--- config.mk ---
export PLATFORM = sky130hd
export DESIGN_NAME = ip_address_text_validator_unit
export DESIGN_NICKNAME = d
export VERILOG_FILES = /design/src/rtl/ipv_pkg.sv /design/src/rtl/ipv_front.sv /design/src/rtl/ipv_queue.sv /design/src/rtl/ipv_back.sv /design/src/rtl/ip_address_text_validator_unit.sv
export SDC_FILE = /design/constraint.sdc
export NUM_CORES = 1
export LEC_CHECK = 0
export BUFFER_PORTS_ARGS = -buffer_cell sky130_fd_sc_hd__buf_4
export CORE_MARGIN = 1
export CORE_UTILIZATION = 49
export DETAILED_ROUTE_END_ITERATION = 10
export HOLD_SLACK_MARGIN = 0.1
export PLACE_DENSITY = 0.69
export REMOVE_ABC_BUFFERS = 1
export SLEW_MARGIN = 20
export SYNTH_ARGS = -nofsm -noshare
export SYNTH_HDL_FRONTEND = slang
export SYNTH_SLANG_ARGS = --single-unit
--- constraint.sdc ---
create_clock -name clk_i -period 7 [get_ports clk_i]
set_input_delay 1.4 -clock clk_i [delete_from_list [all_inputs] [get_ports clk_i]]
set_output_delay 1.4 -clock clk_i [all_outputs]
set_load 0.02 [all_outputs]
--- src/rtl/ipv_pkg.sv ---
// Shared types, codes and the character classifier for the address text validator.
package ipv_pkg;

  // Verdict codes carried on the result channel.
  localparam logic [1:0] VERDICT_NEITHER = 2'd0;
  localparam logic [1:0] VERDICT_V4      = 2'd1;
  localparam logic [1:0] VERDICT_V6      = 2'd2;

  // Group limits of the two address forms.
  localparam logic [2:0] V4_LAST_SEP   = 3'd3;
  localparam logic [1:0] V4_MAX_DIGITS = 2'd3;
  localparam logic [3:0] V6_LAST_SEP   = 4'd7;
  localparam logic [2:0] V6_MAX_DIGITS = 3'd4;
  localparam logic [9:0] V4_MAX_VALUE  = 10'd255;

  localparam int unsigned QDepth = 4;
  localparam int unsigned QPtrW  = $clog2(QDepth);

  typedef enum logic [2:0] {
    TK_DEC,
    TK_HEX,
    TK_DOT,
    TK_COLON,
    TK_NUL,
    TK_OTHER,
    TK_END
  } tok_kind_e;

  // One classified beat as it travels through the queue.
  typedef struct packed {
    tok_kind_e  kind;
    logic [3:0] digit;
  } tok_t;

  typedef struct packed {
    logic full;
    logic empty;
  } q_stat_t;

  function automatic tok_t classify(input logic [7:0] ch, input logic end_req);
    tok_t t;
    t.digit = 4'd0;
    if (end_req) begin
      t.kind = TK_END;
    end else if (ch == 8'h00) begin
      t.kind = TK_NUL;
    end else if (ch >= "0" && ch <= "9") begin
      t.kind  = TK_DEC;
      t.digit = 4'(ch - 8'h30);
    end else if ((ch >= "a" && ch <= "f") || (ch >= "A" && ch <= "F")) begin
      t.kind = TK_HEX;
    end else if (ch == ".") begin
      t.kind = TK_DOT;
    end else if (ch == ":") begin
      t.kind = TK_COLON;
    end else begin
      t.kind = TK_OTHER;
    end
    return t;
  endfunction

endpackage

--- src/rtl/ipv_front.sv ---
// Front end: accepts character beats and classifies them into tokens for the queue.
module ipv_front import ipv_pkg::*; (
  input  logic       in_valid_i,
  output logic       in_stall_o,
  input  logic [7:0] ch_i,
  input  logic       end_req_i,
  input  q_stat_t    q_stat_i,
  output logic       push_o,
  output tok_t       tok_o
);

  // Stall only on a full queue, so stall never looks at valid.
  assign in_stall_o = q_stat_i.full;
  assign push_o     = in_valid_i && !q_stat_i.full;
  assign tok_o      = classify(ch_i, end_req_i);

endmodule

--- src/rtl/ipv_queue.sv ---
// Short token queue between the front end and the checker.
module ipv_queue import ipv_pkg::*; (
  input  logic    clk_i,
  input  logic    rst_ni,
  input  logic    push_i,
  input  tok_t    push_tok_i,
  input  logic    pop_i,
  output tok_t    head_o,
  output q_stat_t stat_o
);

  tok_t             mem_q [QDepth];
  logic [QPtrW-1:0] wr_ptr_q, wr_ptr_d;
  logic [QPtrW-1:0] rd_ptr_q, rd_ptr_d;
  logic [QPtrW:0]   cnt_q, cnt_d;

  assign stat_o.full  = (cnt_q == (QPtrW+1)'(QDepth));
  assign stat_o.empty = (cnt_q == '0);
  assign head_o       = mem_q[rd_ptr_q];

  always_comb begin
    wr_ptr_d = push_i ? wr_ptr_q + 1'b1 : wr_ptr_q;
    rd_ptr_d = pop_i  ? rd_ptr_q + 1'b1 : rd_ptr_q;
    cnt_d    = cnt_q;
    if (push_i && !pop_i) begin
      cnt_d = cnt_q + 1'b1;
    end else if (pop_i && !push_i) begin
      cnt_d = cnt_q - 1'b1;
    end
  end

  always_ff @(posedge clk_i or negedge rst_ni) begin
    if (!rst_ni) begin
      wr_ptr_q <= '0;
      rd_ptr_q <= '0;
      cnt_q    <= '0;
    end else begin
      wr_ptr_q <= wr_ptr_d;
      rd_ptr_q <= rd_ptr_d;
      cnt_q    <= cnt_d;
    end
  end

  always_ff @(posedge clk_i) begin
    if (push_i) begin
      mem_q[wr_ptr_q] <= push_tok_i;
    end
  end

endmodule

--- src/rtl/ipv_back.sv ---
// Back end: runs both address checkers on each token up to a NUL and registers the verdict.
module ipv_back import ipv_pkg::*; (
  input  logic       clk_i,
  input  logic       rst_ni,
  input  tok_t       head_i,
  input  q_stat_t    q_stat_i,
  output logic       pop_o,
  output logic       out_valid_o,
  input  logic       out_stall_i,
  output logic [1:0] verdict_o
);

  logic       v4_alive_q, v4_alive_d;
  logic [2:0] v4_groups_q, v4_groups_d;
  logic [1:0] v4_dcnt_q, v4_dcnt_d;
  logic [9:0] v4_val_q, v4_val_d;
  logic       v4_lz_q, v4_lz_d;
  logic       v6_alive_q, v6_alive_d;
  logic [3:0] v6_groups_q, v6_groups_d;
  logic [2:0] v6_dcnt_q, v6_dcnt_d;
  logic       term_q, term_d;
  logic       out_valid_q, out_valid_d;
  logic [1:0] verdict_q, verdict_d;
  logic       is_end;
  logic       out_free;
  logic [13:0] v4_mul;

  assign is_end   = (head_i.kind == TK_END);
  assign out_free = !out_valid_q || !out_stall_i;
  // Characters always drain; an end token waits for room in the output register.
  assign pop_o    = !q_stat_i.empty && (!is_end || out_free);

  assign v4_mul = ({4'd0, v4_val_q} << 3) + ({4'd0, v4_val_q} << 1) + {10'd0, head_i.digit};

  always_comb begin
    v4_alive_d  = v4_alive_q;
    v4_groups_d = v4_groups_q;
    v4_dcnt_d   = v4_dcnt_q;
    v4_val_d    = v4_val_q;
    v4_lz_d     = v4_lz_q;
    v6_alive_d  = v6_alive_q;
    v6_groups_d = v6_groups_q;
    v6_dcnt_d   = v6_dcnt_q;
    term_d      = term_q;
    out_valid_d = out_valid_q && out_stall_i;
    verdict_d   = verdict_q;

    if (pop_o) begin
      if (is_end) begin
        out_valid_d = 1'b1;
        if (v4_alive_q && v4_groups_q == V4_LAST_SEP && v4_dcnt_q != 2'd0) begin
          verdict_d = VERDICT_V4;
        end else if (v6_alive_q && v6_groups_q == V6_LAST_SEP && v6_dcnt_q != 3'd0) begin
          verdict_d = VERDICT_V6;
        end else begin
          verdict_d = VERDICT_NEITHER;
        end
        v4_alive_d  = 1'b1;
        v4_groups_d = '0;
        v4_dcnt_d   = '0;
        v4_val_d    = '0;
        v4_lz_d     = 1'b0;
        v6_alive_d  = 1'b1;
        v6_groups_d = '0;
        v6_dcnt_d   = '0;
        term_d      = 1'b0;
      end else if (!term_q) begin
        if (head_i.kind == TK_NUL) begin
          term_d = 1'b1;
        end else begin
          // IPv4 checker
          if (v4_alive_q) begin
            case (head_i.kind)
              TK_DEC: begin
                if (v4_dcnt_q >= V4_MAX_DIGITS) begin
                  v4_alive_d = 1'b0;
                end else begin
                  v4_lz_d   = (v4_dcnt_q == 2'd0) ? (head_i.digit == 4'd0) : v4_lz_q;
                  v4_val_d  = v4_mul[9:0];
                  v4_dcnt_d = v4_dcnt_q + 2'd1;
                  if ((v4_dcnt_d >= 2'd2 && v4_lz_d) || v4_val_d > V4_MAX_VALUE) begin
                    v4_alive_d = 1'b0;
                  end
                end
              end
              TK_DOT: begin
                if (v4_dcnt_q == 2'd0 || v4_groups_q >= V4_LAST_SEP) begin
                  v4_alive_d = 1'b0;
                end else begin
                  v4_groups_d = v4_groups_q + 3'd1;
                  v4_dcnt_d   = '0;
                  v4_val_d    = '0;
                  v4_lz_d     = 1'b0;
                end
              end
              default: begin
                v4_alive_d = 1'b0;
              end
            endcase
          end
          // IPv6 checker
          if (v6_alive_q) begin
            case (head_i.kind)
              TK_DEC, TK_HEX: begin
                if (v6_dcnt_q >= V6_MAX_DIGITS) begin
                  v6_alive_d = 1'b0;
                end else begin
                  v6_dcnt_d = v6_dcnt_q + 3'd1;
                end
              end
              TK_COLON: begin
                if (v6_dcnt_q == 3'd0 || v6_groups_q >= V6_LAST_SEP) begin
                  v6_alive_d = 1'b0;
                end else begin
                  v6_groups_d = v6_groups_q + 4'd1;
                  v6_dcnt_d   = '0;
                end
              end
              default: begin
                v6_alive_d = 1'b0;
              end
            endcase
          end
        end
      end
    end
  end

  always_ff @(posedge clk_i or negedge rst_ni) begin
    if (!rst_ni) begin
      v4_alive_q  <= 1'b1;
      v4_groups_q <= '0;
      v4_dcnt_q   <= '0;
      v4_val_q    <= '0;
      v4_lz_q     <= 1'b0;
      v6_alive_q  <= 1'b1;
      v6_groups_q <= '0;
      v6_dcnt_q   <= '0;
      term_q      <= 1'b0;
      out_valid_q <= 1'b0;
    end else begin
      v4_alive_q  <= v4_alive_d;
      v4_groups_q <= v4_groups_d;
      v4_dcnt_q   <= v4_dcnt_d;
      v4_val_q    <= v4_val_d;
      v4_lz_q     <= v4_lz_d;
      v6_alive_q  <= v6_alive_d;
      v6_groups_q <= v6_groups_d;
      v6_dcnt_q   <= v6_dcnt_d;
      term_q      <= term_d;
      out_valid_q <= out_valid_d;
    end
  end

  always_ff @(posedge clk_i) begin
    verdict_q <= verdict_d;
  end

  assign out_valid_o = out_valid_q;
  assign verdict_o   = verdict_q;

endmodule

--- src/rtl/ip_address_text_validator_unit.sv ---
// Top level of the IPv4 / IPv6 address text validator.
//
//   channel  dir  handshake               payload
//   in       in   in_valid_i / in_stall_o  ch_i[7:0], end_req_i
//   out      out  out_valid_o / out_stall_i verdict_o[1:0]
//
// One input beat is taken every cycle while the four-entry token queue has room.
// An end beat's token is written into the queue when the beat is accepted; from
// the queue head it moves through the checker into the output register, which
// holds the verdict.
// Reset (rst_ni low, asynchronous) empties the queue and returns both checkers
// to their start state. A stalled verdict holds the output register; character
// beats keep draining behind it, and only an end beat waits for room.
module ip_address_text_validator_unit import ipv_pkg::*; (
  input  logic       clk_i,
  input  logic       rst_ni,
  input  logic       in_valid_i,
  output logic       in_stall_o,
  input  logic [7:0] ch_i,
  input  logic       end_req_i,
  output logic       out_valid_o,
  input  logic       out_stall_i,
  output logic [1:0] verdict_o
);

  q_stat_t q_stat;
  tok_t    push_tok;
  tok_t    head_tok;
  logic    push;
  logic    pop;

  // Classify each accepted beat and push it.
  ipv_front u_front (
    .in_valid_i (in_valid_i),
    .in_stall_o (in_stall_o),
    .ch_i       (ch_i),
    .end_req_i  (end_req_i),
    .q_stat_i   (q_stat),
    .push_o     (push),
    .tok_o      (push_tok)
  );

  // Decouple the two sides so either can stall alone.
  ipv_queue u_queue (
    .clk_i      (clk_i),
    .rst_ni     (rst_ni),
    .push_i     (push),
    .push_tok_i (push_tok),
    .pop_i      (pop),
    .head_o     (head_tok),
    .stat_o     (q_stat)
  );

  // Advance both form checkers and register the verdict.
  ipv_back u_back (
    .clk_i       (clk_i),
    .rst_ni      (rst_ni),
    .head_i      (head_tok),
    .q_stat_i    (q_stat),
    .pop_o       (pop),
    .out_valid_o (out_valid_o),
    .out_stall_i (out_stall_i),
    .verdict_o   (verdict_o)
  );

  // A queue can never be full and empty at once.
  assert property (@(posedge clk_i) disable iff (!rst_ni) !(q_stat.full && q_stat.empty))
    else $error("queue reports full and empty together");

  // An accepted beat lands in the queue.
  assert property (@(posedge clk_i) disable iff (!rst_ni)
    (in_valid_i && !in_stall_o) |=> !q_stat.empty)
    else $error("accepted beat missing from queue");

  // Only defined verdict codes leave the block.
  assert property (@(posedge clk_i) disable iff (!rst_ni)
    out_valid_o |-> (verdict_o == VERDICT_NEITHER || verdict_o == VERDICT_V4 ||
                     verdict_o == VERDICT_V6))
    else $error("undefined verdict code");

  // Popping requires a token in the queue.
  assert property (@(posedge clk_i) disable iff (!rst_ni) pop |-> !q_stat.empty)
    else $error("pop from empty queue");

endmodule
==> impl_results.md <==
- Final WL: 6.209 mm
- Root Buffer: clkbuf_8
- Post-CTS Repair Setup Buffers: 0
- Leak: 1.659 nW
- Depth of the CTS H-tree: 3
- HP Class: register to register
- FMAX: 296.0 MHz
- Setup WS pre-CTS: 3635 ps
- Fin. Hold Viols: 0
- Critical path peak fanout: 9
- Post-synth EDFFs: 30
- Detail Route Antenna Nets: 0
- Die ar.: 7437 sq um
- Grt total ovfl: 0
- Worst setup EP type: register
- Worst-path clk slew: 80 ps
- RSZ-0062 raised after global routing: no
- Max IR drop VDD: 0.2226 mV
- Pwr Density: 424.8 nW/um^2
- Die Y: 86.24 um
- Slew Limit Fails: 0
- Avg Inst Size Synth: 11.83 sq um
- Via density per instance: 5.418
- Seq/Total Area, Yosys: 49.73%
- Design area: 3861 sq um
- Synth cell types: 61
- Slowest cell on crit path: mux4_2
- I/O pins: 17
- Remaining DRCs: 0
- DRT Pass-1 Iters: 4
- Ys Warns: 0
- Fin Setup TNS: 0 ps
- Outcome: complete, no violations
- Setup ws final: 3622 ps
- Min Hold Slack: 503.4 ps
- Final net count: 355
- Total track usage: 18.86%
- Final worst path period need: 3378 ps
- Placeable Area: 6832 sq um
- CP Launch Type: register
- Crit share post-route: 48.26%
- Most frequent cell on the critical path: xor2_1
- Avg WL per Cell: 15.00 um
- Port Buffers: 16
- Area grow syn2layout: 11.05%
- Clock Path Buffers: 2
- Post-synth ARST share: 52.38%
- CTS buffer count: 9
- Cts repair resizes: 0
- Die span in x: 86.24 um
- Setup violators final: 0
- CP peak stage delay: 650 ps
- Starting Density: 50.90%
- Routed vias: 2,243
- Pwr Total: 1.640 mW
- Placed cells: 398
- Crit-path cells: mux4_2, and2b_1, nand2_1, o21ai_1, ha_1, inv_1, fa_1, xor2_1, nor2_1, xor2_1
- Dpl cell area: 3664 sq um
- Least-Margin Pin Slew: 884.1 ps
- Delay-heaviest family, CP: simple AND/OR/NAND/NOR gates
- Slew HR: 41.05%
- Final Skew: 9.596 ps
- Gp weighted congestion: 0.8080
- Final core occ: 56.52%
- Ant diodes: 0
- Buf/Inv on CP: 1
- Seq cells post-synth: 63
- TritonCTS clock tree: yes
- Number of antenna violations at the first check in global routing: 0
- Synth Cell Area: 3477 sq um
- Top_reg_cell synth: dfrtp_1
- Final Non-Filler Cells: 414
- Worst skew pair latency: 340 ps
- CTS Sinks: 63
- Crit path arrival time: 3650 ps
- Site Rows: 30
- CP Class: register to register
- Largest net degree at the start of global routing: 34
- Vias in the first global route: 2,255
- Post-Syn Instances: 294
- Layout cell share with drive strength beyond 1: 16.35%
- Global-route wire length before repair: 10.68 mm
- Worst EP required: 7270 ps
- Hold_buf cts: 0
- Detailed placement HPWL: 4.627 mm
- Iter 0 DRT Violations: 75
- Max cap viols: 0
[cells in the mapped netlist (all sizes together) (3+ instances only)]
| cell type | instances | share of area [%] |
|---|---|---|
| or2 | 3 | 0.61 |
| nor3 | 8 | 1.2 |
| a21oi | 6 | 0.86 |
| ha | 26 | 9.4 |
| mux4 | 7 | 5.0 |
| clkbuf | 4 | 0.43 |
| fa | 3 | 1.7 |
| xnor2 | 7 | 1.8 |
| o21ai | 17 | 2.6 |
| buf | 4 | 1.1 |
| nor2 | 21 | 2.3 |
| nor2b | 4 | 0.72 |
| nand2 | 33 | 3.6 |
| edfxtp | 30 | 26 |
| xor2 | 5 | 1.3 |
| inv | 18 | 1.9 |
| dfrtp | 31 | 22 |
| nor3b | 3 | 0.65 |
| and2 | 9 | 1.6 |
| nand3 | 5 | 0.72 |
| o21bai | 3 | 0.97 |
| nand2b | 6 | 1.3 |
| o31ai | 7 | 1.7 |
[layer usage]
metal,vias up,part of all wire (%),GRT usage [%]
li1,1096,-,-
met1,1112,46,23.51
met2,27,49,31.60
met3,8,2.8,5.524
met4,0,1.3,6.212
met5,-,0,0
[worst min-delay path, cell delays in order (launching register included)]
cell and delay, ps:
dfrtp_1 360, nand2_1 50, o31ai_1 50
[cell type report]
| class | count | area [sq um] |
|---|---|---|
| tap | 96 | 120.1 |
| sequential | 63 | 1729 |
| timing repair buffer | 16 | 120.1 |
| clock buffer | 10 | 127.6 |
| inverter | 18 | 67.56 |
| clock inverter | 6 | 70.07 |
| fill | 596 | 2970 |
| multi-input combinational | 205 | 1627 |
[sequential cells by signal (all words and copies together) (netlist names), 3 cells and up]
| register | cells |
|---|---|
| u_back.v4_groups_q | 3 |
| u_back.v6_groups_q | 4 |
| u_back.v6_dcnt_q | 3 |
| u_queue.mem_q | 28 |
| u_queue.cnt_q | 3 |
| u_back.v4_val_q | 9 |
[kinds of logic (layout without fill, tap and decap cells)]
| logic type | Yosys count | in the layout | synth area share, % |
|---|---|---|---|
| flip-flops | 63 | 63 | 49.73 |
| multiplexers | 11 | 11 | 6.297 |
| buffers and inverters | 26 | 50 | 3.490 |
| AO/OA/AOI/OAI | 52 | 52 | 11.01 |
| adder cells (fa/ha/maj) | 29 | 29 | 11.08 |
| AND/OR/NAND/NOR | 101 | 101 | 15.37 |
| XOR/XNOR | 12 | 12 | 3.023 |
[report_power, final]
| group | internal, mW | total [mW] | switching, mW |
|---|---|---|---|
| Combinational | 0.328 | 0.726 | 0.398 |
| Sequential | 0.505 | 0.599 | 0.0943 |
| Clock | 0.166 | 0.315 | 0.149 |
| Total | 0.999 | 1.64 | 0.641 |
[cells in the final DEF (no fill, tap or decap), drive strengths merged, types with 2 or more instances in the layout]
cell type and count:
or2 3, mux2 2, nor2 21, ha 26, clkinvlp 3, clkbuf 10, a21oi 6, xnor2 7
mux4 7, a41oi 2, dfstp 2, xor2 5, a211oi 2, nand2 33, o41ai 2, dfrtp 31
o31ai 7, a21o 2, mux2i 2, nor3 8, nor2b 4, nand3 5, and2b 2, o21bai 3
inv 19, and2 9, fa 3, a31o 2, nand2b 6, edfxtp 30, o21ai 17, nor3b 3
buf 16
[worst paths after layout]
| kind | from | to | slack [ps] | depth (start not counted) |
|---|---|---|---|---|
| worst min-delay path | u_back.v4_groups_q[2] | u_back.v4_groups_q[2] | 500 | 2 |
| min in group asynchronous | rst_ni | u_back.v4_groups_q[0] | 1000 | 1 |
| worst max register to register | u_queue.rd_ptr_q[0] | u_queue.cnt_q[2] | 3620 | 10 |
| max in group asynchronous | rst_ni | u_back.v4_alive_q | 5660 | 1 |
| worst max-delay path | u_queue.rd_ptr_q[0] | u_queue.cnt_q[2] | 3620 | 10 |
| worst min register to register | u_back.v4_groups_q[2] | u_back.v4_groups_q[2] | 500 | 2 |
(Power assumes the default switching activity.)
